**src/hw/rtl/mpeg_ps_header_scanner_unit_macros.svh**
```systemverilog
// Assertion macros shared by the scanner modules.
`ifndef MPEG_PS_HEADER_SCANNER_UNIT_MACROS_SVH
`define MPEG_PS_HEADER_SCANNER_UNIT_MACROS_SVH

// Same-cycle implication, clocked on clk, off during reset.
`define MPSH_ASSERT_IMPL(lbl, ante, cons) \
    lbl: assert property (@(posedge clk) disable iff (!rst_n) (ante) |-> (cons)) \
        else $error("scanner check failed");

// Next-cycle implication, clocked on clk, off during reset.
`define MPSH_ASSERT_NEXT(lbl, ante, cons) \
    lbl: assert property (@(posedge clk) disable iff (!rst_n) (ante) |=> (cons)) \
        else $error("scanner check failed");

`endif

```
**src/hw/rtl/mpsh_pkg.sv**
```systemverilog
// Shared types and constants of the program stream header scanner.
package mpsh_pkg;

    localparam int SYNC_LIMIT_DEFAULT = 20;
    localparam int QUEUE_DEPTH_DEFAULT = 4;

    // configuration register indexes
    localparam int NUM_REGS = 6;
    localparam int CFG_IDX_W = 3;
    localparam logic [CFG_IDX_W-1:0] REG_SEQ     = 3'd0;
    localparam logic [CFG_IDX_W-1:0] REG_SEQ_EXT = 3'd1;
    localparam logic [CFG_IDX_W-1:0] REG_PRIV1   = 3'd2;
    localparam logic [CFG_IDX_W-1:0] REG_PRIV2   = 3'd3;
    localparam logic [CFG_IDX_W-1:0] REG_AUD1    = 3'd4;
    localparam logic [CFG_IDX_W-1:0] REG_AUD2    = 3'd5;

    localparam logic [15:0] CODE_RESET [NUM_REGS] = '{
        16'h01B3, 16'h01B5, 16'h01BD, 16'h01BF, 16'h01C0, 16'h01D0
    };

    // word classes found by the front end
    localparam logic [2:0] KIND_NONE = 3'd0;
    localparam logic [2:0] KIND_SEQ  = 3'd1;
    localparam logic [2:0] KIND_EXT  = 3'd2;
    localparam logic [2:0] KIND_PRIV = 3'd3;
    localparam logic [2:0] KIND_AUD  = 3'd4;

    localparam logic [1:0] ST_OK     = 2'd0;
    localparam logic [1:0] ST_ODD    = 2'd1;
    localparam logic [1:0] ST_NO_SEQ = 2'd2;

    localparam logic [1:0] VER_MPEG1 = 2'd1;
    localparam logic [1:0] VER_MPEG2 = 2'd2;

    localparam logic [2:0] AUD_MP1 = 3'd1;
    localparam logic [2:0] AUD_MP2 = 3'd2;
    localparam logic [2:0] AUD_MP3 = 3'd3;
    localparam logic [2:0] AUD_AC3 = 3'd5;
    localparam logic [2:0] AUD_PCM = 3'd7;

    // extension id and private stream subtypes, top nibble of the body byte
    localparam logic [3:0] EXT_ID_SEQ  = 4'h1;
    localparam logic [3:0] SUBTYPE_AC3 = 4'h8;
    localparam logic [3:0] SUBTYPE_PCM = 4'hA;

    localparam logic [7:0] SYNC_BYTE = 8'hFF;
    localparam logic [7:0] SYNC_MASK = 8'hE0;

    typedef struct packed {
        logic [CFG_IDX_W-1:0] reg_index;
        logic [15:0]          wdata;
    } cfg_item_t;

    typedef struct packed {
        logic [7:0] data_byte;
        logic       end_of_file;
    } in_item_t;

    typedef struct packed {
        logic [1:0]  status;
        logic [11:0] width;
        logic [11:0] height;
        logic [3:0]  aspect_code;
        logic [3:0]  rate_code;
        logic [17:0] bit_rate;
        logic [1:0]  version;
        logic [2:0]  audio_kind;
    } out_item_t;

    // classified byte handed from front to back
    typedef struct packed {
        logic [7:0] data_byte;
        logic       end_of_file;
        logic [2:0] word_kind;
        logic       is_sync;
        logic       sync_hdr;
    } q_item_t;

endpackage

```
**src/hw/rtl/mpsh_queue.sv**
```systemverilog
// Small FIFO between the classifier and the header state machine.
`include "mpeg_ps_header_scanner_unit_macros.svh"
module mpsh_queue
    import mpsh_pkg::*;
#(
    parameter int DEPTH = QUEUE_DEPTH_DEFAULT
)
(
    input  logic    clk,
    input  logic    rst_n,
    input  logic    wr_valid,
    output logic    wr_ready,
    input  q_item_t wr_item,
    output logic    rd_valid,
    input  logic    rd_ready,
    output q_item_t rd_item
);

    localparam int PTR_W = (DEPTH > 1) ? $clog2(DEPTH) : 1;
    localparam int CNT_W = $clog2(DEPTH + 1);

    q_item_t           mem_reg [DEPTH];
    logic [PTR_W-1:0]  wr_ptr_reg, wr_ptr_next;
    logic [PTR_W-1:0]  rd_ptr_reg, rd_ptr_next;
    logic [CNT_W-1:0]  count_reg, count_next;
    logic              do_wr, do_rd;

    assign wr_ready = (count_reg != CNT_W'(DEPTH));
    assign rd_valid = (count_reg != '0);
    assign rd_item  = mem_reg[rd_ptr_reg];
    assign do_wr    = wr_valid && wr_ready;
    assign do_rd    = rd_valid && rd_ready;

    always_comb
    begin
        wr_ptr_next = wr_ptr_reg;
        rd_ptr_next = rd_ptr_reg;
        count_next  = count_reg;
        if (do_wr)
            wr_ptr_next = (wr_ptr_reg == PTR_W'(DEPTH - 1)) ? '0 : PTR_W'(wr_ptr_reg + 1'b1);
        if (do_rd)
            rd_ptr_next = (rd_ptr_reg == PTR_W'(DEPTH - 1)) ? '0 : PTR_W'(rd_ptr_reg + 1'b1);
        if (do_wr && !do_rd)
            count_next = CNT_W'(count_reg + 1'b1);
        else if (do_rd && !do_wr)
            count_next = CNT_W'(count_reg - 1'b1);
    end

    always_ff @(posedge clk or negedge rst_n)
    begin
        if (!rst_n)
        begin
            wr_ptr_reg <= '0;
            rd_ptr_reg <= '0;
            count_reg  <= '0;
        end
        else
        begin
            wr_ptr_reg <= wr_ptr_next;
            rd_ptr_reg <= rd_ptr_next;
            count_reg  <= count_next;
        end
    end

    always_ff @(posedge clk)
    begin
        if (do_wr)
            mem_reg[wr_ptr_reg] <= wr_item;
    end

    `MPSH_ASSERT_IMPL(q_count_bound, 1'b1, count_reg <= CNT_W'(DEPTH))
    `MPSH_ASSERT_IMPL(q_empty_ptrs, count_reg == '0, wr_ptr_reg == rd_ptr_reg)
    `MPSH_ASSERT_IMPL(q_full_ptrs, count_reg == CNT_W'(DEPTH), wr_ptr_reg == rd_ptr_reg)

endmodule

```
**config.mk**
```make
export PLATFORM = sky130hd
export DESIGN_NAME = mpsh_queue
export DESIGN_NICKNAME = d
export VERILOG_FILES = /design/src/hw/rtl/mpsh_pkg.sv /design/src/hw/rtl/mpsh_queue.sv
export VERILOG_INCLUDE_DIRS = /design/src /design/src/hw/rtl
export SDC_FILE = /design/constraint.sdc
export NUM_CORES = 1
export LEC_CHECK = 0
export BUFFER_PORTS_ARGS = -buffer_cell sky130_fd_sc_hd__buf_4
export CAP_MARGIN = 10
export CORE_ASPECT_RATIO = 0.9
export CORE_MARGIN = 3
export CORE_UTILIZATION = 56
export DETAILED_ROUTE_END_ITERATION = 12
export PLACE_DENSITY_LB_ADDON = 0.12
export SYNTH_ARGS = -nofsm -noshare
export SYNTH_HDL_FRONTEND = slang
export SYNTH_SLANG_ARGS = --single-unit
```
**constraint.sdc**
```tcl
create_clock -name clk -period 2.6 [get_ports clk]
set_input_delay 0.13 -clock clk [delete_from_list [all_inputs] [get_ports clk]]
set_output_delay 0.13 -clock clk [all_outputs]
set_load 0.05 [all_outputs]
```
==> results.md, run 1 <==
Finish:
- Of the cells placed in the final design, the portion with a size suffix greater than 1 is 42.9%.
- The combined area of the multi-input logic cells is 573 um^2.
- The flip-flop count of the largest register, all copies and words added is 56.
- Across the whole layout, storage elements account for 1860 um^2.
- The final-stage net count is 190.
- The final antenna diode count is 0.
- The area growth from synthesis to layout is 24.7%.
- The layout has 256 filler cells.

Yosys:
- The total of warnings raised by yosys is 0.
- The share of synthesized area in the top cell type comes to 68.4%.
- The synthesized netlist occupies a cell area of 2460 um^2.
- By area the synthesized netlist is led by edfxtp_1 (68%), mux4_2 (13%), dfrtp_1 (7.1%).
- The sequential area share after synthesis is 75.5%.
- The average instance in the mapped netlist occupies 22.6 um^2.
- Yosys mapped the design onto 18 distinct sky130hd cell types.
- Counting flops and latches in the post-synthesis netlist gives 63.
- The synthesized instance count is 109.
- Synthesis produced a netlist with a net count of 134.
- Of all cell types, the one taking the most synthesized area is edfxtp_1.

Clocking:
- For this design, the sink count on the clock tree is 63.
- The insertion delay of the later-clocked pin in the worst-skew pair is 0.32 ns.
- After clock tree synthesis, the setup repair step added 0 buffers.
- In this run, CTS created clock tree buffers numbering 9.
- The clock-pin transition on the worst setup and hold timing paths is 0.06 ns.
- The clock passes through at most 2 buffers.
- The H-tree was split into 3 levels.
- TritonCTS built the clock tree.
- The CTS root buffer is clkbuf_8.

STA:
- The total negative setup slack is 0 ns.
- Setup repair after global routing left no endpoint under its margin.
- The clock period minus final worst setup slack is 2.18 ns.
- The fraction of the cycle the final worst path needs is 83.8%.
- Based on the critical path, the design can be clocked at up to 0.459 GHz.
- On the final layout, the worst hold slack is 0.0196 ns.
- The final setup violation count is 0.
- The count of final max-slew check failures is 0.
- The hold violation total from the final report is 0.
- The worst pin sits at a relative slew slack of 50.7%.
- The worst clock skew is 0.00601 ns.
- Setup slack closes at 0.421 ns.
- For the pin with the worst max-slew slack, the measured transition is 0.739 ns.

Critical path:
- In this design, the stage delay of the slowest critical-path cell is 0.49 ns.
- The worst setup path is captured at a flip-flop.
- Counting stages on the worst path, the most repeated cell is xor2_1.
- The count of cells along the worst register-to-register path is 8.
- The critical path startpoint category is a flip-flop.
- Data on the critical path arrives at its endpoint at 2.42 ns.
- The category of the critical setup timing path is flip-flop to flip-flop.
- The total number of cells along the worst setup path is 8.
- Grouping stages by cell kind, the critical path spends the most delay in simple AND/OR/NAND/NOR gates.
- Walking the worst path, the cells encountered are or3_2, nand2_1, ha_1, inv_1, fa_1, xor2_1, nor2_1, xor2_1.
- On the critical path, the stage with the largest delay is an instance of or3_2.
- Counting both buffers and inverters, the worst setup path holds a total of 1.
- The worst-path maximum fanout is 4.
- The data required time of the critical path is 2.84 ns.

Die:
- The area enclosed by the die boundary is 5220 um^2.
- The die is 68.9 um tall.
- The number of I/O pins is 34.
- The standard-cell row count is 22.
- In this run the standard cell core region covers 4160 um^2.
- The starting density of the core is 59.2%.
- The die width is 75.8 um.

Detailed routing:
- After detailed routing, the average wire length per cell comes to 16.7 um.
- In this run the remaining antenna-violating nets after routing total 0.
- The number of iterations in the first detailed-routing pass is 4.
- The via density per instance is 5.16.
- In this run, the number of DRC markers left after iteration 0 of detailed routing was 16.
- The wire length reported by the detailed router is 3850 um.
- The count of unresolved DRC violations after routing is 0.
- The routed layout has 1,186 vias.

Hold path:
- The path class of the tightest hold or removal check is primary input to flip-flop.
- The count of cells along the worst hold path is 1.

Global route:
- The total global-route track usage is 17.8%.
- Global routing finished with a remaining overflow of 0.
- The global-route wire length before repair is 6210 um.
- The via count of the first global-routing pass was 1,278.
- The number of antenna violations at the first check in global routing is 0.
- Entering global routing, the biggest net connects 17 pins.

Status:
- The run finished with clean final reports.

Pwr:
- The power per standard cell area is 1220 nW/um^2.
- Per report_power, the sequential group accounts for 40.6% of the total.
- Of the total power, the share spent switching nets is 38.1%.
- The logic gate share of total power is 41.8%.
- In this run the power spent charging and discharging nets is 1.43 mW.
- The cell internal power dissipation is 2.32 mW.
- In this run, the clock network consumes 17.6% of the power.
- The static leakage power is 1.14 nW.
- The largest voltage drop on the vdd net is 0.000745 V.

Place:
- The final estimated routing congestion in global placement is 0.800.
- The count of port buffers added during placement is 33.
- The worst setup slack after placement is 0.426 ns.
- Detailed placement ended at an HPWL of 2430 um.

Job:
- Across the run, the number of max-cap violations was 0.
==> placed cells by master (no fill, tap or decap), drive strengths merged <==
cell type     n
and2          1
and3          4
buf          34
clkbuf       10
clkinv        6
dfrtp         7
dlygate4sd3  14
edfxtp       56
fa            1
ha            6
inv           3
mux2          5
mux4         14
nand2         1
nor2          3
or3           1
or3b          1
xnor2         1
xor2          2
==> cell families (layout without fill, tap and decap cells) <==
family / count (synthesis) / in the layout / share of synthesized area (%)
AND/OR/NAND/NOR: 11 / 11 / 2.95
multiplexers: 19 / 19 / 15.4
buffers and inverters: 6 / 67 / 1.17
flip-flops: 63 / 63 / 75.5
adder cells (fa/ha/maj): 7 / 7 / 3.87
XOR/XNOR: 3 / 3 / 1.07
==> repair_timing <==
action	CTS	global route
resized for setup	0	0
hold buffers	13	1
endpoints found under the hold margin	50	4
endpoints found under the setup margin	0	0
==> power groups by stage <==
stage / registers [mW] / logic [mW] / clock network (mW)
2_1_floorplan: 1.45 / 1.24 / 0
3_3_place_gp: 1.52 / 1.54 / 0
3_5_place_dp: 1.55 / 1.56 / 0
4_1_cts: 1.53 / 1.58 / 0.679
5_1_grt: 1.55 / 1.66 / 0.728
6_report: 1.52 / 1.56 / 0.660
==> synthesized netlist by cell type <==
master	instances
edfxtp_1	56
mux4_2	14
dfrtp_1	7
ha_1	6
and3_2	4
inv_1	3
mux2_2	3
nor2_1	3
buf_2	2
mux2_4	2
xor2_1	2
and2_4	1
buf_4	1
fa_1	1
nand2_1	1
or3_2	1
or3b_4	1
xnor2_1	1
==> worst paths after layout <==
kind	start	endpoint	slack (ns)
worst max-delay path	count_reg[0]	count_reg[2]	0.42
worst min-delay path	wr_item[10]	mem_reg[1][10]	0.02
worst max register to register	count_reg[0]	count_reg[2]	0.42
worst min register to register	count_reg[2]	count_reg[2]	0.48
max in group asynchronous	rst_n	wr_ptr_reg[1]	2.31
min in group asynchronous	rst_n	count_reg[1]	0.17
==> final cells by class <==
class / count / share of cell area, %
timing repair buffer: 48 / 12.9
multi-input combinational: 40 / 18.7
tap: 60 / 2.45
sequential: 63 / 60.5
clock buffer: 10 / 4.16
inverter: 3 / 0.367
clock inverter: 6 / 0.898
==> per-stage QoR <==
stage	instance area (um^2)	instances	util, %	total power [mW]
2_1_floorplan	2460	109	-	2.68
3_3_place_gp	2770	200	66.7	3.07
3_5_place_dp	2770	200	66.7	3.11
4_1_cts	3060	229	73.5	3.79
5_1_grt	3070	230	73.8	3.94
6_report	3070	230	73.8	3.74
==> layer usage <==
layer,wire length (um),track usage [%],up-vias
li1,-,-,552
met4,47,9.17,0
met3,196,5.22,4
met2,1980,30.0,34
met5,0,0,-
met1,1620,20.5,596
Power figures use the tool's default switching activity.
==> inputs of run 2 (changes only) <==
Settings changed: CORE_UTILIZATION 56 to 50.
Clock period 2.6 ns to 1.95 ns, I/O delays scaled along.
==> run 2 against run 1 <==
Against the previous run:
- the flow now finishes with violations (setup timing)
- sequential share of layout area fell by 2.5 points
- non-clock buffer count rose by 9
- maximum frequency rose by 10%
- clock power rose by 59%
- die area rose by 11%
- utilization fell by 4.3 points
- count of clock-buffer cells in the layout fell by 1
- via count rose by 4.3%
- largest cell class unchanged
==> results.md, run 2 (synthesis gave the netlist of run 1 again) <==
Finish:
- Compared with the post-synthesis result, the final layout area differs by 30.1%.
- The flip-flop count of the largest register, all copies and words added is 56 (unchanged).
- The leading cell type in the layout, fill and taps excluded is edfxtp_1.
- The fraction of layout cells with a size suffix above 1 came to 48.6% (+5.7 points).
- In the layout the commonest cells are edfxtp_1 (56), buf_4 (42), dlygate4sd3_1 (15), mux4_2 (14), clkbuf_8 (9).
- The final antenna diode count came to 0 (unchanged).
- The number of filler cells placed in the layout was 313 (+22%).
- The final-stage net count came to 199 (+4.7%).

Die:
- The starting density of the core is 53.4% (-5.8 points).
- The area enclosed by the die boundary is 5800 um^2 (+11%).
- The standard-cell row count is 23 (+4.5%).
- The area of the core region is 4600 um^2 (+11%).
- The vertical extent of the die was 72.5 um (+5.3%).
- The number of I/O pins came to 34 (unchanged).
- The die width is 79.9 um (+5.4%).

Global route:
- The met3 global-route usage is 4.59% (-0.63 points).
- The total global-route track usage is 15.7% (-2.0 points).
- The remaining global-route overflow came to 0 (unchanged).
- The pin count of the biggest net entering global routing is 17 (unchanged).
- The global-route wire length before repair is 6410 um (+3.2%).
- The global-route track usage on met1 is 18.0% (-2.5 points).
- The number of antenna violations at the first check in global routing was 0 (unchanged).
- The via count of the first global-routing pass came to 1,360 (+6.4%).
- The global routing met2 resource utilization is 27.6% (-2.4 points).
- The busiest metal layer after global routing is met2.

STA:
- Setup repair after global routing could not meet its margin everywhere.
- The hold violation total from the final report is 0 (unchanged).
- The fraction of the cycle the final worst path needs is 101% (+17 points).
- The total negative setup slack is -0.0223 ns (-0.0223 ns).
- The final critical-path setup slack is -0.0223 ns (-0.444 ns).
- The worst clock skew was 0.00726 ns (+0.00124 ns).
- The count of final max-slew check failures is 0 (unchanged).
- The pin slew with the least headroom to its limit was 0.710 ns (-0.0293 ns).
- The worst-case headroom to the max-slew limit is 52.7% (+2.0 points).
- The clock period minus final worst setup slack is 1.97 ns (-0.206 ns).
- The worst hold slack across all endpoints is 0.124 ns (+0.105 ns).
- The maximum clock frequency came to 0.507 GHz (+10%).
- The final setup violation count is 1 (+1).

Clocking:
- The buffer depth of the longest clock path is 2 (unchanged).
- The insertion delay of the later-clocked pin in the worst-skew pair is 0.32 ns (about the same).
- In this run the clock root is driven by a clkbuf_8.
- The clock-pin transition on the worst setup and hold timing paths is 0.07 ns (about the same).
- The number of clock buffers inserted by TritonCTS is 9 (unchanged).
- The deepest level of the CTS H-tree is 3 (unchanged).
- The number of clock sinks seen by CTS is 63 (unchanged).
- TritonCTS built the clock tree.

Detailed routing:
- The routed wire length per instance is 17.2 um (+2.6%).
- The via density per instance is 5.13 (-0.46%).
- The count of unresolved DRC violations after routing is 0 (unchanged).
- The number of vias after detailed routing is 1,237 (+4.3%).
- The number of iterations in the first detailed-routing pass is 4 (unchanged).
- The number of nets still failing antenna checks after routing is 0 (unchanged).
- The iteration-0 DRC count of the detailed router was 38 (+22).
- The wire length reported by the detailed router is 4130 um (+7.5%).

Status:
- The flow ran to the end, but the final reports show violations.
- The checks that failed: setup timing.

Critical path:
- The critical path arrival is 2.18 ns (-0.24 ns).
- The worst-path maximum fanout is 3 (-1).
- Among all stages on the critical path, the largest delay is contributed by fa_2.
- The highest cell delay on the worst timing path is 0.42 ns (-0.07 ns).
- The endpoint type of the worst setup path is a flip-flop.
- STA classifies the critical path startpoint as a flip-flop.
- The data required time of the critical path came to 2.16 ns (-0.68 ns).
- The count of cells along the worst register-to-register path is 6 (-2).
- The total number of cells along the worst setup path is 6 (-2).
- The category of the critical setup timing path is flip-flop to flip-flop.
- Walking the worst path, the cells encountered are or3b_4, and2_4, ha_4, inv_2, fa_2, mux2_2.
- The worst path buffer plus inverter count is 1 (unchanged).
- The cell type group with the largest total delay on the critical path is adder cells.

Hold path:
- The class of the worst hold path is primary input to asynchronous set/reset pin.

Pwr:
- The static leakage power was 1.19 nW (+4.6%).
- The largest voltage drop on the vdd net is 0.00100 V (+35%).
- The power per standard cell area is 1670 nW/um^2 (+37%).

Job:
- The number of max-capacitance violations reported is 0 (unchanged).

Place:
- The half-perimeter wire length of the detailed placement result came to 2530 um (+4.1%).
- The count of port buffers added during placement is 33 (unchanged).
- The final estimated routing congestion in global placement was 0.801 (+0.24%).
-- run 2: changes by cell type in the layout (fill, tap and decap cells not counted), sizes merged --
cell and delta:
clkinv -2, dlygate4sd3 +1, buf +8, clkinvlp +2
bufinv +1, clkbuf -1
-- run 2: through the flow --
stage / cells / total power [mW] / utilization [%] / cell area (um^2) / setup WS [ns]
2_1_floorplan: 109 / 3.60 / - / 2470 / -0.131
6_report: 241 / 5.33 / 69.5 / 3200 / -0.0223
3_5_place_dp: 207 / 4.25 / 61.4 / 2830 / -0.0327
4_1_cts: 239 / 5.35 / 69.1 / 3180 / -0.00146
3_3_place_gp: 207 / 4.19 / 61.4 / 2830 / 0.0389
5_1_grt: 241 / 5.57 / 69.5 / 3200 / -0.0511
-- run 2: repair_timing --
item                       4_1_cts  5_1_grt
buffers inserted                 1        2
setup endpoints to repair        2        3
pin swaps                        1        5
hold buffers                    15        0
hold endpoints to repair        63        0
gates resized for setup          2        1
-- run 2: final timing paths --
path | slack [ns] | startpoint | end
setup reg to reg | -0.02 | count_reg[0] | count_reg[1]
hold reg to reg | 0.50 | count_reg[2] | count_reg[2]
min in group clk | 0.23 | rd_ready | count_reg[0]
hold / removal | 0.12 | rst_n | count_reg[1]
setup / recovery | -0.02 | count_reg[0] | count_reg[1]
max in group asynchronous | 1.71 | rst_n | count_reg[0]
-- run 2: layout make-up --
class	instances	area (um^2)	share of cell area, %
Tap cell	62	77.6	2.43
Multi-Input combinational cell	40	599	18.7
Inverter	3	11.3	0.352
Clock buffer	9	124	3.87
Sequential cell	63	1860	58.1
Timing Repair Buffer	57	465	14.6
Clock inverter	7	63.8	2.00
-- run 2: power breakdown --
part	total (mW)	switching (mW)	internal [mW]	leakage [nW]
logic	2.30	1.35	0.949	0.500
clock network	1.05	0.472	0.578	0.0924
registers	1.98	0.176	1.81	0.595
-- run 2: worst register-to-register path: stages (launching register included) --
cell	delay [ns]
dfrtp_1	0.40
or3b_4	0.41
and2_4	0.16
ha_4	0.16
inv_2	0.05
fa_2	0.42
mux2_2	0.27
-- run 2: metal layers --
layer	routed length, um	share of wire [%]	vias up
li1	-	-	572
met1	1670	40	617
met2	2180	53	46
met3	258	6.2	2
met4	22	0.53	0
met5	0	0	-
