**config.mk**
```make
export PLATFORM = sky130hd
export DESIGN_NAME = mpsh_back_flat
export DESIGN_NICKNAME = d
export VERILOG_FILES = /design/src/hw/rtl/mpsh_pkg.sv /design/src/hw/rtl/mpsh_chan_if.sv /design/src/hw/rtl/mpsh_back.sv /design/src/flat_wrapper.sv
export VERILOG_INCLUDE_DIRS = /design/src /design/src/hw/rtl
export SDC_FILE = /design/constraint.sdc
export NUM_CORES = 1
export LEC_CHECK = 0
export BUFFER_PORTS_ARGS = -buffer_cell sky130_fd_sc_hd__buf_2
export CAP_MARGIN = 20
export CORE_MARGIN = 5
export CORE_UTILIZATION = 30
export DETAILED_ROUTE_END_ITERATION = 8
export GPL_TIMING_DRIVEN = 0
export SLEW_MARGIN = 0
export SYNTH_ARGS = -nofsm -noshare
export SYNTH_HDL_FRONTEND = slang
export SYNTH_SLANG_ARGS = --single-unit
```
**constraint.sdc**
```tcl
create_clock -name clk -period 2.5 [get_ports clk]
set_clock_uncertainty 0.15 [all_clocks]
set_input_delay 0.5 -clock clk [delete_from_list [all_inputs] [get_ports clk]]
set_output_delay 0.5 -clock clk [all_outputs]
set_load 0.005 [all_outputs]
```
**src/hw/rtl/mpeg_ps_header_scanner_unit_macros.svh**
```systemverilog
// Assertion macros shared by the scanner modules.
`ifndef MPEG_PS_HEADER_SCANNER_UNIT_MACROS_SVH
`define MPEG_PS_HEADER_SCANNER_UNIT_MACROS_SVH

// Same-cycle implication, clocked on clk, off during reset.
`define MPSH_ASSERT_IMPL(lbl, ante, cons) \
    lbl: assert property (@(posedge clk) disable iff (!rst_n) (ante) |-> (cons)) \
        else $error("scanner check failed");

// Next-cycle implication, clocked on clk, off during reset.
`define MPSH_ASSERT_NEXT(lbl, ante, cons) \
    lbl: assert property (@(posedge clk) disable iff (!rst_n) (ante) |=> (cons)) \
        else $error("scanner check failed");

`endif

```
**src/hw/rtl/mpsh_pkg.sv**
```systemverilog
// Shared types and constants of the program stream header scanner.
package mpsh_pkg;

    localparam int SYNC_LIMIT_DEFAULT = 20;
    localparam int QUEUE_DEPTH_DEFAULT = 4;

    // configuration register indexes
    localparam int NUM_REGS = 6;
    localparam int CFG_IDX_W = 3;
    localparam logic [CFG_IDX_W-1:0] REG_SEQ     = 3'd0;
    localparam logic [CFG_IDX_W-1:0] REG_SEQ_EXT = 3'd1;
    localparam logic [CFG_IDX_W-1:0] REG_PRIV1   = 3'd2;
    localparam logic [CFG_IDX_W-1:0] REG_PRIV2   = 3'd3;
    localparam logic [CFG_IDX_W-1:0] REG_AUD1    = 3'd4;
    localparam logic [CFG_IDX_W-1:0] REG_AUD2    = 3'd5;

    localparam logic [15:0] CODE_RESET [NUM_REGS] = '{
        16'h01B3, 16'h01B5, 16'h01BD, 16'h01BF, 16'h01C0, 16'h01D0
    };

    // word classes found by the front end
    localparam logic [2:0] KIND_NONE = 3'd0;
    localparam logic [2:0] KIND_SEQ  = 3'd1;
    localparam logic [2:0] KIND_EXT  = 3'd2;
    localparam logic [2:0] KIND_PRIV = 3'd3;
    localparam logic [2:0] KIND_AUD  = 3'd4;

    localparam logic [1:0] ST_OK     = 2'd0;
    localparam logic [1:0] ST_ODD    = 2'd1;
    localparam logic [1:0] ST_NO_SEQ = 2'd2;

    localparam logic [1:0] VER_MPEG1 = 2'd1;
    localparam logic [1:0] VER_MPEG2 = 2'd2;

    localparam logic [2:0] AUD_MP1 = 3'd1;
    localparam logic [2:0] AUD_MP2 = 3'd2;
    localparam logic [2:0] AUD_MP3 = 3'd3;
    localparam logic [2:0] AUD_AC3 = 3'd5;
    localparam logic [2:0] AUD_PCM = 3'd7;

    // extension id and private stream subtypes, top nibble of the body byte
    localparam logic [3:0] EXT_ID_SEQ  = 4'h1;
    localparam logic [3:0] SUBTYPE_AC3 = 4'h8;
    localparam logic [3:0] SUBTYPE_PCM = 4'hA;

    localparam logic [7:0] SYNC_BYTE = 8'hFF;
    localparam logic [7:0] SYNC_MASK = 8'hE0;

    typedef struct packed {
        logic [CFG_IDX_W-1:0] reg_index;
        logic [15:0]          wdata;
    } cfg_item_t;

    typedef struct packed {
        logic [7:0] data_byte;
        logic       end_of_file;
    } in_item_t;

    typedef struct packed {
        logic [1:0]  status;
        logic [11:0] width;
        logic [11:0] height;
        logic [3:0]  aspect_code;
        logic [3:0]  rate_code;
        logic [17:0] bit_rate;
        logic [1:0]  version;
        logic [2:0]  audio_kind;
    } out_item_t;

    // classified byte handed from front to back
    typedef struct packed {
        logic [7:0] data_byte;
        logic       end_of_file;
        logic [2:0] word_kind;
        logic       is_sync;
        logic       sync_hdr;
    } q_item_t;

endpackage

```
**src/hw/rtl/mpsh_chan_if.sv**
```systemverilog
// Valid/ready channel carrying one payload per request.
interface mpsh_chan_if #(parameter type payload_t = logic [7:0]);
    logic     valid;
    logic     ready;
    payload_t payload;

    modport source (output valid, output payload, input ready);
    modport sink (input valid, input payload, output ready);
endinterface

```
**src/hw/rtl/mpsh_back.sv**
```systemverilog
// Back end: header state machine, summary fields and result register.
`include "mpeg_ps_header_scanner_unit_macros.svh"
module mpsh_back
    import mpsh_pkg::*;
#(
    parameter int SYNC_SEARCH_LIMIT = SYNC_LIMIT_DEFAULT
)
(
    input  logic    clk,
    input  logic    rst_n,
    input  logic    q_valid,
    output logic    q_ready,
    input  q_item_t q_item,
    mpsh_chan_if.source summary
);

    localparam int SC_W = $clog2(SYNC_SEARCH_LIMIT + 1);

    localparam logic [2:0] PH_WORD  = 3'd0;
    localparam logic [2:0] PH_SEQ   = 3'd1;
    localparam logic [2:0] PH_EXT   = 3'd2;
    localparam logic [2:0] PH_PRIV  = 3'd3;
    localparam logic [2:0] PH_ASKIP = 3'd4;
    localparam logic [2:0] PH_ASRCH = 3'd5;
    localparam logic [2:0] PH_ASYNC = 3'd6;

    logic [2:0]      phase_reg, phase_next;
    logic [2:0]      bc_reg, bc_next;
    logic [31:0]     shift_reg, shift_next;
    logic [SC_W-1:0] sync_count_reg, sync_count_next;
    logic            video_reg, video_next;
    logic            audio_reg, audio_next;
    logic            stopped_reg, stopped_next;
    out_item_t       fields_reg, fields_next;
    logic            out_valid_reg;
    out_item_t       out_item_reg;

    logic            pop;
    logic            stop;
    logic            result;
    logic [1:0]      res_status;
    out_item_t       res_item;
    logic [7:0]      b;
    logic [2:0]      bc_inc;
    logic [SC_W-1:0] sc_inc;
    logic [31:0]     sw_in;

    assign q_ready         = !out_valid_reg || summary.ready;
    assign pop             = q_valid && q_ready;
    assign summary.valid   = out_valid_reg;
    assign summary.payload = out_item_reg;

    assign b      = q_item.data_byte;
    assign bc_inc = 3'(bc_reg + 1'b1);
    assign sc_inc = SC_W'(sync_count_reg + 1'b1);
    assign sw_in  = {shift_reg[23:0], b};

    always_comb
    begin
        phase_next      = phase_reg;
        bc_next         = bc_reg;
        shift_next      = shift_reg;
        sync_count_next = sync_count_reg;
        video_next      = video_reg;
        audio_next      = audio_reg;
        stopped_next    = stopped_reg;
        fields_next     = fields_reg;
        stop            = 1'b0;
        result          = 1'b0;
        res_status      = ST_OK;
        res_item        = '0;

        if (pop && !stopped_reg)
        begin
            unique case (phase_reg)
                PH_WORD:
                begin
                    if (bc_reg == 3'd0)
                    begin
                        bc_next = 3'd1;
                    end
                    else
                    begin
                        bc_next    = 3'd0;
                        shift_next = '0;
                        case (q_item.word_kind)
                            KIND_SEQ:
                            begin
                                if (video_reg)
                                    stop = 1'b1;
                                else
                                    phase_next = PH_SEQ;
                            end
                            KIND_EXT:  phase_next = PH_EXT;
                            KIND_PRIV: phase_next = PH_PRIV;
                            KIND_AUD:
                            begin
                                if (audio_reg)
                                    stop = 1'b1;
                                else
                                    phase_next = PH_ASKIP;
                            end
                            default: ;
                        endcase
                    end
                end
                PH_SEQ:
                begin
                    shift_next = sw_in;
                    bc_next    = bc_inc;
                    if (bc_inc == 3'd4)
                    begin
                        fields_next.width       = sw_in[31:20];
                        fields_next.height      = sw_in[19:8];
                        fields_next.aspect_code = sw_in[7:4];
                        fields_next.rate_code   = sw_in[3:0];
                    end
                    else if (bc_inc == 3'd0)
                    begin
                        fields_next.bit_rate = sw_in[31:14];
                        fields_next.version  = VER_MPEG1;
                        video_next = 1'b1;
                        phase_next = PH_WORD;
                        bc_next    = 3'd0;
                        stop       = audio_reg;
                    end
                end
                PH_EXT:
                begin
                    if (bc_reg == 3'd0 && b[7:4] == EXT_ID_SEQ)
                        fields_next.version = VER_MPEG2;
                    bc_next = bc_inc;
                    if (bc_inc >= 3'd4)
                    begin
                        phase_next = PH_WORD;
                        bc_next    = 3'd0;
                        stop       = video_reg && audio_reg;
                    end
                end
                PH_PRIV:
                begin
                    if (bc_reg < 3'd2)
                    begin
                        bc_next = bc_inc;
                    end
                    else
                    begin
                        if (b[7:4] == SUBTYPE_AC3)
                            fields_next.audio_kind = AUD_AC3;
                        else if (b[7:4] == SUBTYPE_PCM)
                            fields_next.audio_kind = AUD_PCM;
                        phase_next = PH_WORD;
                        bc_next    = 3'd0;
                        stop       = video_reg && audio_reg;
                    end
                end
                PH_ASKIP:
                begin
                    bc_next = bc_inc;
                    if (bc_inc >= 3'd2)
                    begin
                        phase_next      = PH_ASRCH;
                        sync_count_next = '0;
                    end
                end
                PH_ASRCH:
                begin
                    sync_count_next = sc_inc;
                    if (q_item.is_sync)
                    begin
                        phase_next = PH_ASYNC;
                    end
                    else if (sc_inc >= SC_W'(SYNC_SEARCH_LIMIT))
                    begin
                        phase_next = PH_WORD;
                        bc_next    = 3'd0;
                    end
                end
                PH_ASYNC:
                begin
                    if (q_item.sync_hdr)
                    begin
                        // layer code 0 keeps the kind but still counts as audio
                        case (b[2:1])
                            2'd1:    fields_next.audio_kind = AUD_MP3;
                            2'd2:    fields_next.audio_kind = AUD_MP2;
                            2'd3:    fields_next.audio_kind = AUD_MP1;
                            default: ;
                        endcase
                        audio_next = 1'b1;
                        phase_next = PH_WORD;
                        bc_next    = 3'd0;
                        stop       = video_reg;
                    end
                    else if (sync_count_reg >= SC_W'(SYNC_SEARCH_LIMIT))
                    begin
                        phase_next = PH_WORD;
                        bc_next    = 3'd0;
                    end
                    else
                    begin
                        phase_next = PH_ASRCH;
                    end
                end
                default:
                begin
                    phase_next = PH_WORD;
                    bc_next    = 3'd0;
                end
            endcase

            if (stop)
            begin
                result       = 1'b1;
                stopped_next = 1'b1;
                res_status   = (fields_next.version == '0) ? ST_NO_SEQ : ST_OK;
            end
            else if (q_item.end_of_file)
            begin
                result = 1'b1;
                if (phase_next == PH_WORD && bc_next == 3'd1)
                    res_status = ST_ODD;
                else
                    res_status = (fields_next.version == '0) ? ST_NO_SEQ : ST_OK;
            end
        end

        if (res_status == ST_OK)
            res_item = fields_next;
        res_item.status = res_status;

        // end of file starts a new file, stopped or not
        if (pop && q_item.end_of_file)
        begin
            phase_next      = PH_WORD;
            bc_next         = 3'd0;
            shift_next      = '0;
            sync_count_next = '0;
            video_next      = 1'b0;
            audio_next      = 1'b0;
            stopped_next    = 1'b0;
            fields_next     = '0;
        end
    end

    always_ff @(posedge clk or negedge rst_n)
    begin
        if (!rst_n)
        begin
            phase_reg      <= PH_WORD;
            bc_reg         <= '0;
            shift_reg      <= '0;
            sync_count_reg <= '0;
            video_reg      <= 1'b0;
            audio_reg      <= 1'b0;
            stopped_reg    <= 1'b0;
            fields_reg     <= '0;
            out_valid_reg  <= 1'b0;
        end
        else
        begin
            phase_reg      <= phase_next;
            bc_reg         <= bc_next;
            shift_reg      <= shift_next;
            sync_count_reg <= sync_count_next;
            video_reg      <= video_next;
            audio_reg      <= audio_next;
            stopped_reg    <= stopped_next;
            fields_reg     <= fields_next;
            if (pop && result)
                out_valid_reg <= 1'b1;
            else if (summary.ready)
                out_valid_reg <= 1'b0;
        end
    end

    always_ff @(posedge clk)
    begin
        if (pop && result)
            out_item_reg <= res_item;
    end

    `MPSH_ASSERT_IMPL(stopped_silent, pop && stopped_reg, !result)
    `MPSH_ASSERT_IMPL(err_fields_zero, out_valid_reg && out_item_reg.status != ST_OK,
        out_item_reg.version == '0 && out_item_reg.audio_kind == '0 && out_item_reg.width == '0)
    `MPSH_ASSERT_IMPL(sync_count_range, phase_reg == PH_ASRCH,
        sync_count_reg < SC_W'(SYNC_SEARCH_LIMIT))
    `MPSH_ASSERT_NEXT(stop_latched, pop && stop && !q_item.end_of_file, stopped_reg)

endmodule

```
**src/flat_wrapper.sv**
```systemverilog
// flat-port wrapper written by rule: the top's interface ports become plain ports
module mpsh_back_flat import mpsh_pkg::*;
#(
    parameter int SYNC_SEARCH_LIMIT = SYNC_LIMIT_DEFAULT
)
  (clk, rst_n, q_valid, q_ready, q_item, summary_valid, summary_payload, summary_ready);
  mpsh_chan_if summary_i ();
  input  logic clk;
  input  logic rst_n;
  input  logic q_valid;
  output logic q_ready;
  input  q_item_t q_item;
  output wire logic [$bits(summary_i.valid)-1:0] summary_valid;
  output wire logic [$bits(summary_i.payload)-1:0] summary_payload;
  input wire logic [$bits(summary_i.ready)-1:0] summary_ready;
  assign summary_valid = summary_i.valid;
  assign summary_payload = summary_i.payload;
  assign summary_i.ready = summary_ready;
  mpsh_back #(.SYNC_SEARCH_LIMIT(SYNC_SEARCH_LIMIT)) u_core (.clk(clk), .rst_n(rst_n), .q_valid(q_valid), .q_ready(q_ready), .q_item(q_item), .summary(summary_i));
endmodule
```
==> results of run 1 <==
-- worst paths after layout --
check / slack, ps / depth (start not counted) / startpoint / to
setup / recovery: 150 / 8 / u_core.bc_reg[0]$_DFFE_PN0P_ / u_core.summary.payload[0]$_SDFFCE_PP0P_
min in group clk: 280 / 3 / q_item[6] / u_core.shift_reg[0]$_DFFE_PN0P_
hold reg to reg: 360 / 2 / u_core.shift_reg[0]$_DFFE_PN0P_ / u_core.shift_reg[8]$_DFFE_PN0P_
setup reg to reg: 150 / 8 / u_core.bc_reg[0]$_DFFE_PN0P_ / u_core.summary.payload[0]$_SDFFCE_PP0P_
max in group asynchronous: 1680 / 1 / rst_n / u_core.bc_reg[0]$_DFFE_PN0P_
hold / removal: 70 / 1 / rst_n / u_core.phase_reg[2]$_DFFE_PN0P_
-- placed cells by master, fill, tap and decap left out, drive strengths merged, types with 2 or more instances in the layout --
master  instances
buf            33
nor2           28
dfrtp          27
o21ai          19
inv            18
nand3          15
nand2          12
ha              9
edfxtp          8
a21oi           8
nor4b           5
clkbuf          5
nor3            5
a22oi           4
and3            4
a211oi          4
mux2i           3
nor3b           3
nor4            3
o22ai           3
nor2b           3
o31ai           3
a31oi           3
nand4           2
o21a            2
a31o            2
o211ai          2
nand3b          2
xor2            2
o41ai           2
clkinv          2
-- cell type report --
class	instances	area (µm²)	share of cell area, %
plain buffers	6	43.8	1.69
clock inverters	3	43.8	1.69
well taps	99	124	4.78
flip-flops and latches	35	917	35.4
inverters	18	67.6	2.61
clock buffers	5	68.8	2.66
repair buffers	27	150	5.79
multi-input cells	165	1180	45.4
-- power by group --
group	total [µW]	internal (µW)	switching [µW]	leakage [µW]
Sequential	635	611	24.4	0.000449
Clock	527	297	230	0.0000581
Combinational	357	128	229	0.000558
-- metrics by stage --
step           setup WS [ps]  cell area, µm²
2_1_floorplan            148            2160
5_1_grt                 19.6            2590
3_3_place_gp            -290            2420
6_report                 150            2590
3_5_place_dp            -380            2420
4_1_cts                 59.3            2580
-- synthesized netlist by cell type (3+ instances only) --
| cell | number | area share [%] |
|---|---|---|
| nor3_1 | 4 | 0.93 |
| and3_1 | 3 | 0.87 |
| a21oi_1 | 7 | 1.6 |
| nor4_1 | 3 | 0.87 |
| nand3_1 | 14 | 3.2 |
| buf_4 | 3 | 1.0 |
| mux2i_1 | 3 | 1.4 |
| nor2_1 | 27 | 4.7 |
| nand2_1 | 12 | 2.1 |
| dfrtp_1 | 27 | 31 |
| o21ai_0 | 17 | 3.9 |
| edfxtp_1 | 8 | 11 |
| inv_1 | 17 | 3.0 |
| a22oi_1 | 4 | 1.4 |
| nor2b_1 | 3 | 0.87 |
| nor4b_1 | 5 | 2.0 |
| a211oi_1 | 3 | 1.0 |
| ha_1 | 9 | 5.2 |
| o31ai_1 | 3 | 1.0 |
| nor3b_1 | 3 | 1.0 |
-- layer usage --
| layer | wire length, µm | up-vias | GRT usage, % |
|---|---|---|---|
| li1 | - | 897 | - |
| met1 | 2680 | 895 | 17.5 |
| met2 | 2360 | 30 | 19.8 |
| met3 | 227 | 8 | 2.63 |
| met4 | 67 | 0 | 3.97 |
| met5 | 0 | - | 0 |
-- what timing repair did --
action	in CTS	in global routing
endpoints found under the setup margin	17	17
buffers inserted	1	0
gates cloned	0	0
resized for setup	5	4
pin swaps	1	3
-- critical path, stage by stage, from the launching register on --
cell	delay, ps
dfrtp_2	440
ha_1	230
ha_1	330
nor2_1	70
o31ai_2	210
o21ai_2	160
a211oi_4	300
buf_12	160
a21oi_1	50
-- kinds of logic (layout without fill, tap and decap cells) --
logic type / count (synthesis) / count (layout) / synth area share, %
flip-flops: 35 / 35 / 42.4
AO/OA/AOI/OAI: 62 / 62 / 22.2
XOR/XNOR: 2 / 2 / 0.810
multiplexers: 3 / 3 / 1.39
buffers and inverters: 24 / 59 / 5.15
AND/OR/NAND/NOR: 89 / 89 / 22.9
adder cells (fa/ha/maj): 9 / 9 / 5.21
==> flow_summary_export.csv, run 1 <==
group,metric,value,unit
cells_and_area,nets,285,
cells_and_area,final_cell_count_no_fill,358,
logic_synthesis,yosysSeqAreaShare,42.4,%
critical_path,required,2390,ps
route,post_drt_wl_per_cell,14.9,µm
timing,tightest_slew,636,ps
floorplan,die_w,94.9,µm
logic_synthesis,synth_edf_count,8,
cts,cts_tree,"yes",
global_route,grt_pass1_vias,1870,
global_route,grt_pass1_wl,8900,µm
route,drt_first_iter_violations,139,
logic_synthesis,avgSynthCellArea,9.65,µm²
timing,post-route-period-util,94.0,%
cells_and_area,drive_gt1_share,24.7,%
cts,cts_buffer_depth,2,
timing,setup_violations,0,
critical_path,path_class,"reg -> reg",
floorplan,die_height,94.9,µm
route,route.vias.total,1830,
flow_run,timing.max_cap.violations,0,
floorplan,die-area,0.00901,mm²
cells_and_area,postLayoutCoreUtil,36.3,%
global_route,antenna_found_initial,0,
route,firstDrtPassIters,4,
route,viasPerCell,5.11,
cells_and_area,area_growth,19.8,%
route,wirelength,5340,µm
placement,place_inst,349,
logic_synthesis,ys_warn_count,0,
run_status,outcome,"complete, no violations",
hold_path,hold_path.class,"in -> async",
placement,hpwl,4030,µm
cts,clock_latency,300,ps
logic_synthesis,synth-main-ff-cell,"dfrtp_1",
global_route,grt_max_degree,28,
global_route,overflow,0,
floorplan,initial_core_util,30.3,%
power,leakage,0.00107,µW
global_route,grt_util_all_layers,12.7,%
power,power_density,586,mW/mm²
logic_synthesis,netlist_instances,224,
logic_synthesis,ys_types,60,
floorplan,coreArea,0.00714,mm²
cts,root_buffer,"clkbuf_8",
power,max-vdd-ir-drop,0.292,mV
placement,port_buffers,26,
logic_synthesis,syn_nets,251,
route,postRouteAntennaNets,0,
timing,rsz0062_at_grt,"no",
logic_synthesis,syn_area,0.00216,mm²
timing,min_period,2350,ps
critical_path,worst_ep_arrival_time,2240,ps
timing,drv_slew,0,
cells_and_area,n_fill_cell,770,
critical_path,worstPathMaxFanout,8,
route,drc,0,
cts,path_clk_slew,80,ps
cts,numCtsBuffers,5,
timing,hold_violations,0,
floorplan,rows,31,
cts,clock_sinks,35,
power,p_total,1520,µW
critical_path,critPathLaunchType,"register",
timing,hold_slack,68.3,ps
floorplan,io_pins,28,
logic_synthesis,async_reset_ff_share,77.1,%
timing,fin_setup_tns,0,ps
critical_path,critPathCaptureType,"register",
cts,postCtsHoldBufs,0,
cells_and_area,antennaDiodeCount,0,
placement,gp_congestion,0.863,
timing,fmax,426,MHz
logic_synthesis,synth_seq_cells,35,
cts,cts_max_level,2,
timing,maxSlewHeadroom,57.0,%
(Power assumes the default switching activity.)
==> inputs of run 2 (changes only) <==
CORE_UTILIZATION = 40   (was 30)
CTS_CLUSTER_SIZE = 24   (was unset)
==> run 2 against run 1 <==
- combinational power about the same
- final cell count is 8.1% lower
- total power down 0.89%
- critical path depth unchanged
- die area is 23% lower
- first-iteration DRC count is 6.5% higher
- clock power down 3%
- register-to-register slack worse by 50 ps
- critical endpoint unchanged
==> flow_summary_export.csv, run 2 (synthesis gave the netlist of run 1 again) <==
group,metric,value,unit
floorplan,io_pins,28,
critical_path,required,2390,ps
cts,path_clk_slew,80,ps
route,viasPerCell,5.64,
cts,cts_buffer_depth,2,
cells_and_area,final_common_cell,"buf_2",
timing,hold_violations,0,
global_route,grt_pass1_wl,9170,µm
critical_path,path_class,"reg -> reg",
placement,place_inst,320,
placement,hpwl,4000,µm
critical_path,crit_top_cell,"ha_1",
critical_path,crit_buf_inv,1,
route,post_drt_wl_per_cell,16.2,µm
critical_path,critPathCaptureType,"register",
global_route,grt_pass1_vias,1854,
cts,numCtsBuffers,5,
placement,port_buffers,26,
floorplan,die-area,0.00698,mm²
timing,maxSlewHeadroom,57.6,%
critical_path,timing.rr.start,"u_core.bc_reg[0]$_DFFE_PN0P_",
cts,clock_latency,300,ps
cells_and_area,postLayoutCoreUtil,49.3,%
power,max-vdd-ir-drop,0.269,mV
critical_path,cp_slowest_cell,"dfrtp_1",
hold_path,hold_path.class,"in -> async",
critical_path,crit_family,"compound AO/OA/AOI/OAI gates",
global_route,overflow,0,
route,route.vias.total,1857,
global_route,grt_max_degree,28,
cts,root_buffer,"clkbuf_8",
timing,post-route-period-util,95.8,%
critical_path,r2r_slack,100,ps
critical_path,worst_ep_arrival_time,2280,ps
placement,gp_congestion,0.891,
cells_and_area,drive_gt1_share,23.9,%
floorplan,die_w,83.5,µm
cts,postCtsHoldBufs,0,
run_status,outcome,"complete, no violations",
power,leakage,0.00106,µW
timing,setup_violations,0,
critical_path,slowest_delay,440,ps
route,postRouteAntennaNets,0,
critical_path,worstPathCellList,"ha_1, ha_1, nor2b_4, a22o_1, a31oi_2, a211oi_4, buf_12, a21oi_1",
timing,min_period,2400,ps
cells_and_area,antennaDiodeCount,0,
timing,drv_slew,0,
floorplan,coreArea,0.00517,mm²
cells_and_area,area_growth,17.9,%
floorplan,die_height,83.5,µm
route,wirelength,5340,µm
timing,tightest_slew,637,ps
timing,fin_setup_tns,0,ps
critical_path,critPathLaunchType,"register",
floorplan,initial_core_util,41.8,%
critical_path,rr_endpoint,"u_core.summary.payload[0]$_SDFFCE_PP0P_",
global_route,antenna_found_initial,0,
cts,cts_max_level,2,
timing,rsz0062_at_grt,"no",
cts,cts_tree,"yes",
cells_and_area,final_cell_mix,"buf_2 (28), nor2_1 (27), dfrtp_1 (27)",
floorplan,rows,26,
cells_and_area,nets,285,
critical_path,worstPathMaxFanout,8,
timing,fmax,417,MHz
route,drt_first_iter_violations,148,
cells_and_area,final_cell_count_no_fill,329,
global_route,grt_util_all_layers,16.2,%
route,drc,0,
route,firstDrtPassIters,4,
flow_run,timing.max_cap.violations,0,
critical_path,reg2reg_depth,8,
power,power_density,591,mW/mm²
cts,clock_sinks,35,
run 2: cell count changes in the layout (fill, tap and decap cells not counted):
cell and delta:
o31ai_1 +1, o31ai_2 -1, dfrtp_2 -1, dfrtp_1 +1
run 2: final cells by class:
class,count,area (µm²)
clock buffer,5,68.8
sequential,35,916
tap,70,87.6
buffer,6,43.8
multi-input combinational,165,1170
inverter,18,67.6
timing repair buffer,27,150
fill,473,2620
clock inverter,3,43.8
run 2: worst reg2reg max path: stages, from the launching register on:
cell	delay, ps
dfrtp_1	440
ha_1	240
ha_1	230
nor2b_4	190
a22o_1	210
a31oi_2	170
a211oi_4	320
buf_12	150
a21oi_1	40
run 2: per-layer routing:
layer / GRT usage, % / vias up / part of all wire (%)
met5: 0 / - / 0
met4: 5.41 / 0 / 1.4
met3: 5.43 / 7 / 5.3
met2: 24.6 / 48 / 46
met1: 21.5 / 909 / 47
li1: - / 893 / -
run 2: what timing repair did:
item,in CTS,in global routing
resized for setup,5,2
setup endpoints to repair,17,17
gates cloned,0,0
pin swaps,1,1
buffers inserted,1,0
run 2: metrics by stage:
stage / setup WS, ps / area [µm²] / power, µW / hold WS (ps)
after floorplan: 148 / 2160 / 883 / 54.4
after CTS: 62.3 / 2540 / 1520 / 89.1
after global routing: 3.67 / 2550 / 1590 / 116
final: 104 / 2550 / 1510 / 58.0
after detailed placement: -440 / 2380 / 992 / 350
after global placement: -337 / 2380 / 990 / 334
run 2: worst max path at each step:
stage,start,to,depth (start not counted)
global route,u_core.bc_reg[0]$_DFFE_PN0P_,u_core.summary.payload[1]$_SDFFCE_PP0P_,8
detailed placement,u_core.bc_reg[0]$_DFFE_PN0P_,u_core.summary.payload[5]$_SDFFCE_PP0P_,6
floorplan,u_core.bc_reg[0]$_DFFE_PN0P_,u_core.summary.payload[0]$_SDFFCE_PP0P_,6
CTS,u_core.bc_reg[0]$_DFFE_PN0P_,u_core.summary.valid$_DFFE_PN0P_,7
global placement,u_core.bc_reg[0]$_DFFE_PN0P_,u_core.summary.payload[7]$_SDFFCE_PP0P_,6
finish,u_core.bc_reg[0]$_DFFE_PN0P_,u_core.summary.payload[0]$_SDFFCE_PP0P_,8
run 2: report_power, final:
part / internal (µW) / total [µW] / switching, µW / leakage [µW]
Combinational: 129 / 359 / 230 / 0.000556
Clock: 297 / 513 / 216 / 0.0000581
Sequential: 610 / 634 / 24.0 / 0.000451
==> inputs of run 3 (changes only) <==
CORE_UTILIZATION = 55   (was 40)
PLACE_DENSITY = 0.76   (was unset)
==> run 3 against run 2 <==
- routed wire length decreased by 7.5%
- cell area is 0.79% lower
- non-clock buffer count stayed put
- combinational power decreased by 3%
- register-to-register slack got worse by 30 ps
- largest power group unchanged
==> flow_summary_export.csv, run 3 (synthesis gave the netlist of run 1 again) <==
group,metric,value,unit
timing,maxSlewHeadroom,58.8,%
route,firstDrtPassIters,5,
cts,cts_max_level,2,
global_route,grt_max_degree,28,
cells_and_area,n_fill_cell,317,
global_route,grt_pass1_vias,1735,
floorplan,coreArea,0.00374,mm²
critical_path,reg2reg_depth,8,
cells_and_area,nets,285,
cells_and_area,antennaDiodeCount,0,
critical_path,crit_path_end,"u_core.summary.payload[4]$_SDFFCE_PP0P_",
critical_path,rr_endpoint,"u_core.summary.payload[4]$_SDFFCE_PP0P_",
hold_path,hold_path.class,"in -> async",
power,leakage,0.00107,µW
power,switching_share,28.7,%
route,post_drt_wl_per_cell,16.1,µm
power,power.internal,1130,µW
route,wirelength,4940,µm
cells_and_area,final_cell_mix,"buf_2 (28), nor2_1 (27), dfrtp_1 (27)",
timing,min_period,2430,ps
power,p_sw,456,µW
cells_and_area,postLayoutCoreUtil,67.5,%
timing,fin_ws,70.2,ps
critical_path,timing.rr.start,"u_core.bc_reg[0]$_DFFE_PN0P_",
placement,gp_congestion,0.906,
power,pwr-share-seq,39.9,%
power,p_clk_share,38.2,%
global_route,overflow,0,
timing,drv_slew,0,
route,postRouteAntennaNets,0,
critical_path,startpoint,"u_core.bc_reg[0]$_DFFE_PN0P_",
global_route,grt_pass1_wl,8090,µm
cts,cts_tree,"yes",
floorplan,io_pins,28,
cts,cts_buffer_depth,2,
power,max-vdd-ir-drop,0.427,mV
power,combPwrFrac,21.9,%
placement,hpwl,3650,µm
critical_path,worstPathMaxFanout,8,
critical_path,critPathCaptureType,"register",
cts,clock_sinks,35,
timing,setup_violations,0,
timing,tightest_slew,618,ps
route,viasPerCell,6.06,
cts,numCtsBuffers,5,
critical_path,critPathLaunchType,"register",
cts,path_clk_slew,70,ps
floorplan,initial_core_util,57.8,%
cts,clock_latency,290,ps
cts,postCtsHoldBufs,0,
critical_path,required,2390,ps
power,power_density,629,mW/mm²
placement,dp_slack,-367,ps
cells_and_area,drive_gt1_share,23.6,%
global_route,grt_util_all_layers,19.8,%
placement,port_buffers,26,
global_route,antenna_found_initial,0,
critical_path,worst_ep_arrival_time,2320,ps
critical_path,r2r_slack,70,ps
critical_path,path_class,"reg -> reg",
route,route.vias.total,1859,
floorplan,rows,22,
cts,root_buffer,"clkbuf_8",
floorplan,die-area,0.00529,mm²
cells_and_area,final_common_cell,"buf_2",
run_status,outcome,"complete, no violations",
timing,hold_violations,0,
route,drc,0,
floorplan,die_w,72.7,µm
route,drt_first_iter_violations,188,
timing,fmax,412,MHz
timing,post-route-period-util,97.2,%
flow_run,timing.max_cap.violations,0,
cells_and_area,area_growth,17.0,%
floorplan,die_height,72.7,µm
==> run 3: cell types whose count changed in the layout (fill, tap and decap cells not counted), sizes merged <==
cell,delta
clkbuf,+1
clkinv,-2
bufinv,+1
==> run 3: power by group through the flow <==
| stage | registers (µW) | logic (µW) | clock network, µW |
|---|---|---|---|
| floorplan | 639 | 244 | 0 |
| global placement | 645 | 334 | 0 |
| detailed placement | 646 | 335 | 0 |
| CTS | 635 | 344 | 613 |
| global route | 638 | 378 | 641 |
| finish | 635 | 348 | 607 |
==> run 3: worst min-delay path by stage <==
stage	start	end	slack [ps]	depth (start not counted)
CTS	rst_n	u_core.bc_reg[2]$_DFFE_PN0P_	90	1
global route	rst_n	u_core.audio_reg$_DFFE_PN0P_	120	1
floorplan	rst_n	u_core.audio_reg$_DFFE_PN0P_	50	0
finish	rst_n	u_core.bc_reg[0]$_DFFE_PN0P_	70	1
detailed placement	u_core.fields_reg[2]$_DFF_PN0_	u_core.fields_reg[2]$_DFF_PN0_	350	2
global placement	u_core.shift_reg[0]$_DFFE_PN0P_	u_core.shift_reg[8]$_DFFE_PN0P_	330	2
==> run 3: layout make-up <==
cell class              count  area (µm²)  share of cell area (%)
flip-flops and latches     35         916                    36.2
well taps                  48        60.1                    2.38
inverters                  18        67.6                    2.67
plain buffers               6        43.8                    1.73
clock inverters             2        60.1                    2.38
multi-input cells         165        1170                    46.3
clock buffers               6        72.6                    2.87
repair buffers             27         138                    5.44
==> run 3: what timing repair did <==
item                                    4_1_cts  5_1_grt
endpoints found under the hold margin         0        0
endpoints found under the setup margin       17        9
pin swaps                                     1        0
buffers inserted                              1        0
gates resized for setup                       5        2
==> run 3: stage by stage <==
stage	std cells	setup TNS [ps]	hold WS (ps)	area, µm²	total power [µW]
floorplan	224	0	54.4	2160	883
global placement	298	-2980	334	2350	979
detailed placement	298	-4080	348	2350	980
CTS	307	0	93.4	2520	1590
global route	307	-101	120	2530	1660
finish	307	0	67.1	2530	1590
==> run 3: layer usage <==
layer	part of all wire, %	global-route usage, %
met1	44	27.3
met2	47	31.5
met3	6.3	4.27
met4	2.1	5.12
met5	0	0
==> run 3: critical path, stage by stage (launching register included) <==
cell,delay [ps]
dfrtp_1,440
ha_1,240
ha_1,330
nor2_1,60
o31ai_1,320
o21ai_2,170
a211oi_4,220
buf_4,190
nor2_1,60
